==> config.mk <==
export PLATFORM = sky130hd
export DESIGN_NAME = mvn_norm
export DESIGN_NICKNAME = d
export VERILOG_FILES = /design/src/design/mvn_pkg.sv /design/src/design/mvn_norm.sv
export SDC_FILE = /design/constraint.sdc
export NUM_CORES = 2
export LEC_CHECK = 0
export BUFFER_PORTS_ARGS = -buffer_cell sky130_fd_sc_hd__buf_2
export CAP_MARGIN = 10
export CORE_MARGIN = 5
export CORE_UTILIZATION = 60
export DETAILED_ROUTE_END_ITERATION = 8
export GPL_TIMING_DRIVEN = 1
export HOLD_SLACK_MARGIN = 0.05
export PLACE_DENSITY = 0.77
export SYNTH_ARGS = -nofsm -noshare
export SYNTH_HDL_FRONTEND = slang
export SYNTH_SLANG_ARGS = --single-unit
==> constraint.sdc <==
create_clock -name clk -period 12 [get_ports clk]
set_input_delay 1.2 -clock clk [delete_from_list [all_inputs] [get_ports clk]]
set_output_delay 1.2 -clock clk [all_outputs]
set_load 0.1 [all_outputs]
==> src/design/mvn_pkg.sv <==
// shared types and constants for the mesh vertex normal engine
// no dependencies; imported by mvn_norm and the top module
package mvn_pkg;

  localparam int MVN_MAX_VERTICES = 1024;
  localparam int MVN_COORD_WIDTH  = 16;
  localparam int MVN_SUM_WIDTH    = 24;
  // cross product components need 35 signed bits
  localparam int MVN_VEC_W_MIN    = 35;

  typedef enum logic [1:0] {
    OP_LOAD = 2'd0,
    OP_FACE = 2'd1,
    OP_READ = 2'd2
  } opcode_t;

  localparam logic KIND_FACE   = 1'b0;
  localparam logic KIND_VERTEX = 1'b1;

  typedef enum logic [3:0] {
    S_IDLE,
    S_LOAD,
    S_FRDA,
    S_FRDB,
    S_FRDC,
    S_FCAP,
    S_MUL,
    S_VRD,
    S_VCAP,
    S_NSTART,
    S_NORM,
    S_OUT,
    S_ACRD,
    S_ACWR
  } top_state_t;

  typedef enum logic [2:0] {
    N_IDLE,
    N_SHIFT,
    N_SQ,
    N_SQRT,
    N_DIVLD,
    N_DIV,
    N_DONE
  } norm_state_t;

endpackage

==> src/design/mvn_norm.sv <==
// vector normalizer: block-float shift, sum of squares, bit-serial square root,
// restoring divide per component; uses mvn_pkg
module mvn_norm #(
  parameter int VEC_W = mvn_pkg::MVN_VEC_W_MIN
) (
  input  logic                  clk,
  input  logic                  rst_n,
  input  logic                  start,
  input  logic [2:0][VEC_W-1:0] vec,
  output logic                  done,
  output logic                  deg,
  output logic [2:0][15:0]      nrm
);
  import mvn_pkg::*;

  localparam logic [VEC_W-1:0] M_LO = VEC_W'(1 << 29);
  localparam logic [VEC_W-1:0] M_HI = VEC_W'(1 << 30);

  norm_state_t state_r, state_nxt;

  logic [2:0][VEC_W-1:0] a_r;
  logic [2:0]            neg_r;
  logic [VEC_W-1:0]      m_r;
  logic                  deg_r;
  logic [1:0]            cnt_r;
  logic [59:0]           prod_r;
  logic [63:0]           sq_r;
  logic [63:0]           x_r;
  logic [63:0]           root_r;
  logic [4:0]            k_r;
  logic [46:0]           rem_r;
  logic [3:0]            qb_r;
  logic [14:0]           q_r;
  logic [2:0][15:0]      n_r;

  logic [2:0][VEC_W-1:0] mag_in;
  logic [VEC_W-1:0]      max01, max_in;
  logic [29:0]           a_sel;
  logic [63:0]           bitv, trial;
  logic [46:0]           dsh;
  logic                  fits;
  logic [14:0]           q_nxt;
  logic [15:0]           qv;

  always_comb begin
    for (int i = 0; i < 3; i++) begin
      mag_in[i] = vec[i][VEC_W-1] ? (~vec[i] + VEC_W'(1)) : vec[i];
    end
    max01  = (mag_in[0] > mag_in[1]) ? mag_in[0] : mag_in[1];
    max_in = (max01 > mag_in[2]) ? max01 : mag_in[2];
  end

  always_comb begin
    unique case (cnt_r)
      2'd0:    a_sel = a_r[0][29:0];
      2'd1:    a_sel = a_r[1][29:0];
      default: a_sel = a_r[2][29:0];
    endcase
  end

  // one root bit per cycle, bit weight 4^k
  assign bitv  = 64'(1) << {k_r, 1'b0};
  assign trial = root_r + bitv;
  // divisor is twice the length
  assign dsh   = (47'(root_r[31:0]) << 1) << qb_r;
  assign fits  = rem_r >= dsh;

  always_comb begin
    q_nxt = q_r;
    q_nxt[qb_r] = fits;
  end

  assign qv = {1'b0, q_nxt};

  always_comb begin
    state_nxt = state_r;
    unique case (state_r)
      N_IDLE:  if (start) state_nxt = (max_in == '0) ? N_DONE : N_SHIFT;
      N_SHIFT: if (m_r >= M_LO && m_r < M_HI) state_nxt = N_SQ;
      N_SQ:    if (cnt_r == 2'd3) state_nxt = N_SQRT;
      N_SQRT:  if (k_r == '0) state_nxt = N_DIVLD;
      N_DIVLD: state_nxt = N_DIV;
      N_DIV: begin
        if (qb_r == '0) state_nxt = (cnt_r == 2'd2) ? N_DONE : N_DIVLD;
      end
      N_DONE:  state_nxt = N_IDLE;
      default: state_nxt = N_IDLE;
    endcase
  end

  always_comb begin
    done = (state_r == N_DONE);
    deg  = deg_r;
    nrm  = n_r;
  end

  always_ff @(posedge clk) begin
    if (!rst_n) begin
      state_r <= N_IDLE;
    end else begin
      state_r <= state_nxt;
    end
  end

  always_ff @(posedge clk) begin
    unique case (state_r)
      N_IDLE: begin
        if (start) begin
          a_r   <= mag_in;
          m_r   <= max_in;
          neg_r <= {vec[2][VEC_W-1], vec[1][VEC_W-1], vec[0][VEC_W-1]};
          deg_r <= (max_in == '0);
          n_r   <= '0;
        end
      end
      N_SHIFT: begin
        if (m_r < M_LO) begin
          m_r <= m_r << 1;
          for (int i = 0; i < 3; i++) a_r[i] <= a_r[i] << 1;
        end else if (m_r >= M_HI) begin
          m_r <= m_r >> 1;
          for (int i = 0; i < 3; i++) a_r[i] <= a_r[i] >> 1;
        end else begin
          cnt_r <= '0;
          sq_r  <= '0;
        end
      end
      N_SQ: begin
        prod_r <= 60'(a_sel) * 60'(a_sel);
        if (cnt_r != 2'd0) sq_r <= sq_r + 64'(prod_r);
        cnt_r <= cnt_r + 2'd1;
        if (cnt_r == 2'd3) begin
          x_r    <= sq_r + 64'(prod_r);
          root_r <= '0;
          k_r    <= 5'd31;
        end
      end
      N_SQRT: begin
        if (x_r >= trial) begin
          x_r    <= x_r - trial;
          root_r <= (root_r >> 1) + bitv;
        end else begin
          root_r <= root_r >> 1;
        end
        k_r   <= k_r - 5'd1;
        cnt_r <= '0;
      end
      N_DIVLD: begin
        // |c| * 32768 + len, rounds half up after divide by 2 * len
        rem_r <= {2'b00, a_sel, 15'd0} + 47'(root_r[31:0]);
        qb_r  <= 4'd14;
        q_r   <= '0;
      end
      N_DIV: begin
        if (fits) rem_r <= rem_r - dsh;
        q_r  <= q_nxt;
        qb_r <= qb_r - 4'd1;
        if (qb_r == '0) begin
          n_r[cnt_r] <= neg_r[cnt_r] ? (~qv + 16'd1) : qv;
          cnt_r <= cnt_r + 2'd1;
        end
      end
      default: begin
      end
    endcase
  end

endmodule

==> metrics.md <==
| Metric | Value |
|---|---|
| Status | `complete, no violations` |
| Synth Register Bits | `519` |
| Sink Count | `between 500 and 600` |
| Mapped Cells | `roughly 7600` |
| DR WL/cell | `23.47 um` |
| DRC viols | `0` |
| Final Hold Fails | `0` |
| First-pass GRT wire length | `333300 um` |
| CTS clk-pin slew, worst paths | `about 0.060 ns` |
| Crit Path Max Fanout | `33` |
| Input/output buffers | `around 160` |
| Slew Limit Fails | `0` |
| Latest clock arrival within the worst-skew pair | `~0.65 ns` |
| Top achievable clock speed | `0.08672 GHz` |
| Dominant cell type by count on the critical path | `fa_1` |
| Yosys warnings | `0` |
| Total grt overflow | `0` |
| Max stage delay cell, worst path | `a21oi_2` |
| Fraction of layout cells with a size suffix above 1 | `0.06425` |
| Main synth FF type | `edfxtp_1` |
| Final worst slack | `0.4684 ns` |
| Cell area after synthesis | `0.06799 sq mm` |
| Vias | `58261` |
| ANT nets after route | `0` |
| Async SR Flop Fraction | `0` |
| Worst Setup End Kind | `flop` |
| First DRT Iteration DRCs | `6254` |
| Largest net degree at the start of global routing | `87` |
| RSZ-0062 raised after global routing | `false` |
| Fin crit share | `0.9610` |
| Crit path time final | `about 12 ns` |
| Routability cong. | `around 1.0` |
| Clk buf depth | `3` |
| Vias/cell | `6.358` |
| Routed WL | `~220000 um` |
| Pre-CTS WS | `0.7436 ns` |
| Inserted Clock Buffers | `66` |
| TritonCTS clock tree | `built` |
| Tightest Pin Transition | `between 1 and 1.5 ns` |
| Setup crit start kind | `flop` |
| Post-CTS Setup Inserts | `0` |
| Dpl hpwl | `167100 um` |
| Post-synth cell types | `91` |
| Final setup violation count | `0` |
| Syn nets | `9013` |
| Sequential fraction of the synthesis area | `0.2288` |
| IO Pins | `158` |
| Die area | `about 0.12 sq mm` |
| Worst clock skew | `0.03978 ns` |
| Row cnt | `around 120` |
| EDFF count, synth | `roughly 520` |
| CP arrival | `11.91 ns` |
| Relative slew slack | `0.08931` |
| Root Buffer Master | `clkbuf_16` |
| Die H | `346.6 um` |
| Vias in the first global route | `57983` |
| Nets@finish | `9002` |
| Mean cell area of the mapped netlist | `around 8.9 sq um` |
| Die width | `346.6 um` |
| # resized after CTS | `0` |
| Required time worst endpoint | `roughly 12 ns` |
| Total track usage | `0.3515` |
| Hold-fix buffers, CTS | `0` |
| Iteration count of the initial detailed-routing pass | `8` |
| Layout area overhead | `6.529%` |
| Max-capacitance violation count | `0` |
| Initial Utilization | `0.6044` |
| Setup TNS | `0 ns` |
| Slowest Stage Delay on Critical Path | `about 0.90 ns` |
| H-tree depth | `3` |
| Core area | `0.1125 sq mm` |
| Antenna violations before repair | `7` |
| Cell area after layout | `0.07243 sq mm` |
| Crit Path Class | `flop to flop` |
| Hold Crit Class | `flop to flop` |
| Post-DP Area | `0.07034 sq mm` |
[cell usage after synthesis (all sizes together) (14+ instances only)]
| cell type | n | area share |
|---|---|---|
| a211oi | 90 | 0.010 |
| a21boi | 26 | 0.0029 |
| a21o | 210 | 0.023 |
| a21oi | 485 | 0.036 |
| a22o | 30 | 0.0039 |
| a31o | 16 | 0.0021 |
| a31oi | 143 | 0.013 |
| and2 | 65 | 0.0060 |
| and3 | 109 | 0.010 |
| buf | 43 | 0.0029 |
| clkbuf | 298 | 0.016 |
| edfxtp | 516 | 0.23 |
| fa | 697 | 0.21 |
| ha | 589 | 0.11 |
| inv | 928 | 0.051 |
| mux2 | 14 | 0.0023 |
| mux2i | 53 | 0.0078 |
| mux4 | 19 | 0.0063 |
| nand2 | 895 | 0.050 |
| nand2b | 53 | 0.0049 |
| nand3 | 98 | 0.0072 |
| nand4 | 63 | 0.0058 |
| nor2 | 698 | 0.039 |
| nor2b | 69 | 0.0063 |
| nor3 | 68 | 0.0050 |
| nor3b | 16 | 0.0018 |
| nor4 | 28 | 0.0026 |
| o211ai | 30 | 0.0033 |
| o21a | 60 | 0.0066 |
| o21ai | 341 | 0.025 |
| o21bai | 72 | 0.0079 |
| o31ai | 49 | 0.0054 |
| o41ai | 17 | 0.0022 |
| or2 | 29 | 0.0027 |
| or3 | 32 | 0.0029 |
| or4 | 23 | 0.0026 |
| xnor2 | 251 | 0.032 |
| xor2 | 214 | 0.028 |
[path summary, 6_finish.rpt]
| kind | start | end | slack (ns) | cells past startpoint |
|---|---|---|---|---|
| worst max-delay path | cnt_r[1] | prod_r[55] | 0.47 | 30 |
| worst max register to register | cnt_r[1] | prod_r[55] | 0.47 | 30 |
| worst min-delay path | m_r[31] | m_r[30] | 0.58 | 2 |
| worst min register to register | m_r[31] | m_r[30] | 0.58 | 2 |
[final cells by class]
type,count,area (sq um)
Sequential cell,519,15550
Timing Repair Buffer,262,1599
Tap cell,1500,1877
Antenna cell,5,12.51
Inverter,937,3517
Clock inverter,45,400.4
Clock buffer,73,1678
Multi-Input combinational cell,5822,47790
Fill cell,9334,40070
[placed cells by master, fill, tap and decap left out, types with 214 or more instances in the layout]
| cell type | instances |
|---|---|
| nor2_1 | 695 |
| o21ai_0 | 339 |
| ha_1 | 587 |
| inv_1 | 926 |
| xor2_1 | 214 |
| edfxtp_1 | 516 |
| nand2_1 | 890 |
| xnor2_1 | 251 |
| fa_1 | 697 |
| a21oi_1 | 470 |
[state kept, by name, summed over array words and instances, names as in the netlist, 35 cells and up]
name / count
root_r: 64
prod_r: 59
rem_r: 47
sq_r: 64
nrm: 48
a_r: 105
x_r: 64
m_r: 35
[critical path, delay by kind of cell, from the launching register on]
family                   cells  cell delay, ns
AO/OA/AOI/OAI                7            3.12
XOR/XNOR                     1            0.08
adder cells (fa/ha/maj)     10            5.12
buffers and inverters        6            1.32
flip-flops                   1            0.45
AND/OR/NAND/NOR              6            1.16
[metrics by stage]
stage | cells | hold slack, ns | util
after floorplan | 7619 | 0.5130 | -
after global placement | 9040 | 0.5516 | 0.6252
after detailed placement | 9040 | 0.5486 | 0.6252
after CTS | 9158 | 0.5689 | 0.6437
after global routing | 9158 | 0.5901 | 0.6437
final | 9163 | 0.5814 | 0.6438
[cell families after synthesis]
| logic type | after synthesis | share of synthesized area |
|---|---|---|
| fa+ha+maj | 1286 | 0.3136 |
| buf+inv | 1278 | 0.07113 |
| compound gates | 1704 | 0.1595 |
| xor+xnor | 465 | 0.05990 |
| mux | 86 | 0.01642 |
| flops | 519 | 0.2288 |
| simple gates | 2281 | 0.1507 |
[layer usage]
layer  GRT usage  wire [um]
met1      0.4675      82470
met5           0         27
met2      0.5505      96230
met3     0.08422      24160
met4      0.1601      12140
Power is left out: the tool's default activity adds up to more than one toggle a clock period on the data nets, which glitch-free logic cannot reach.
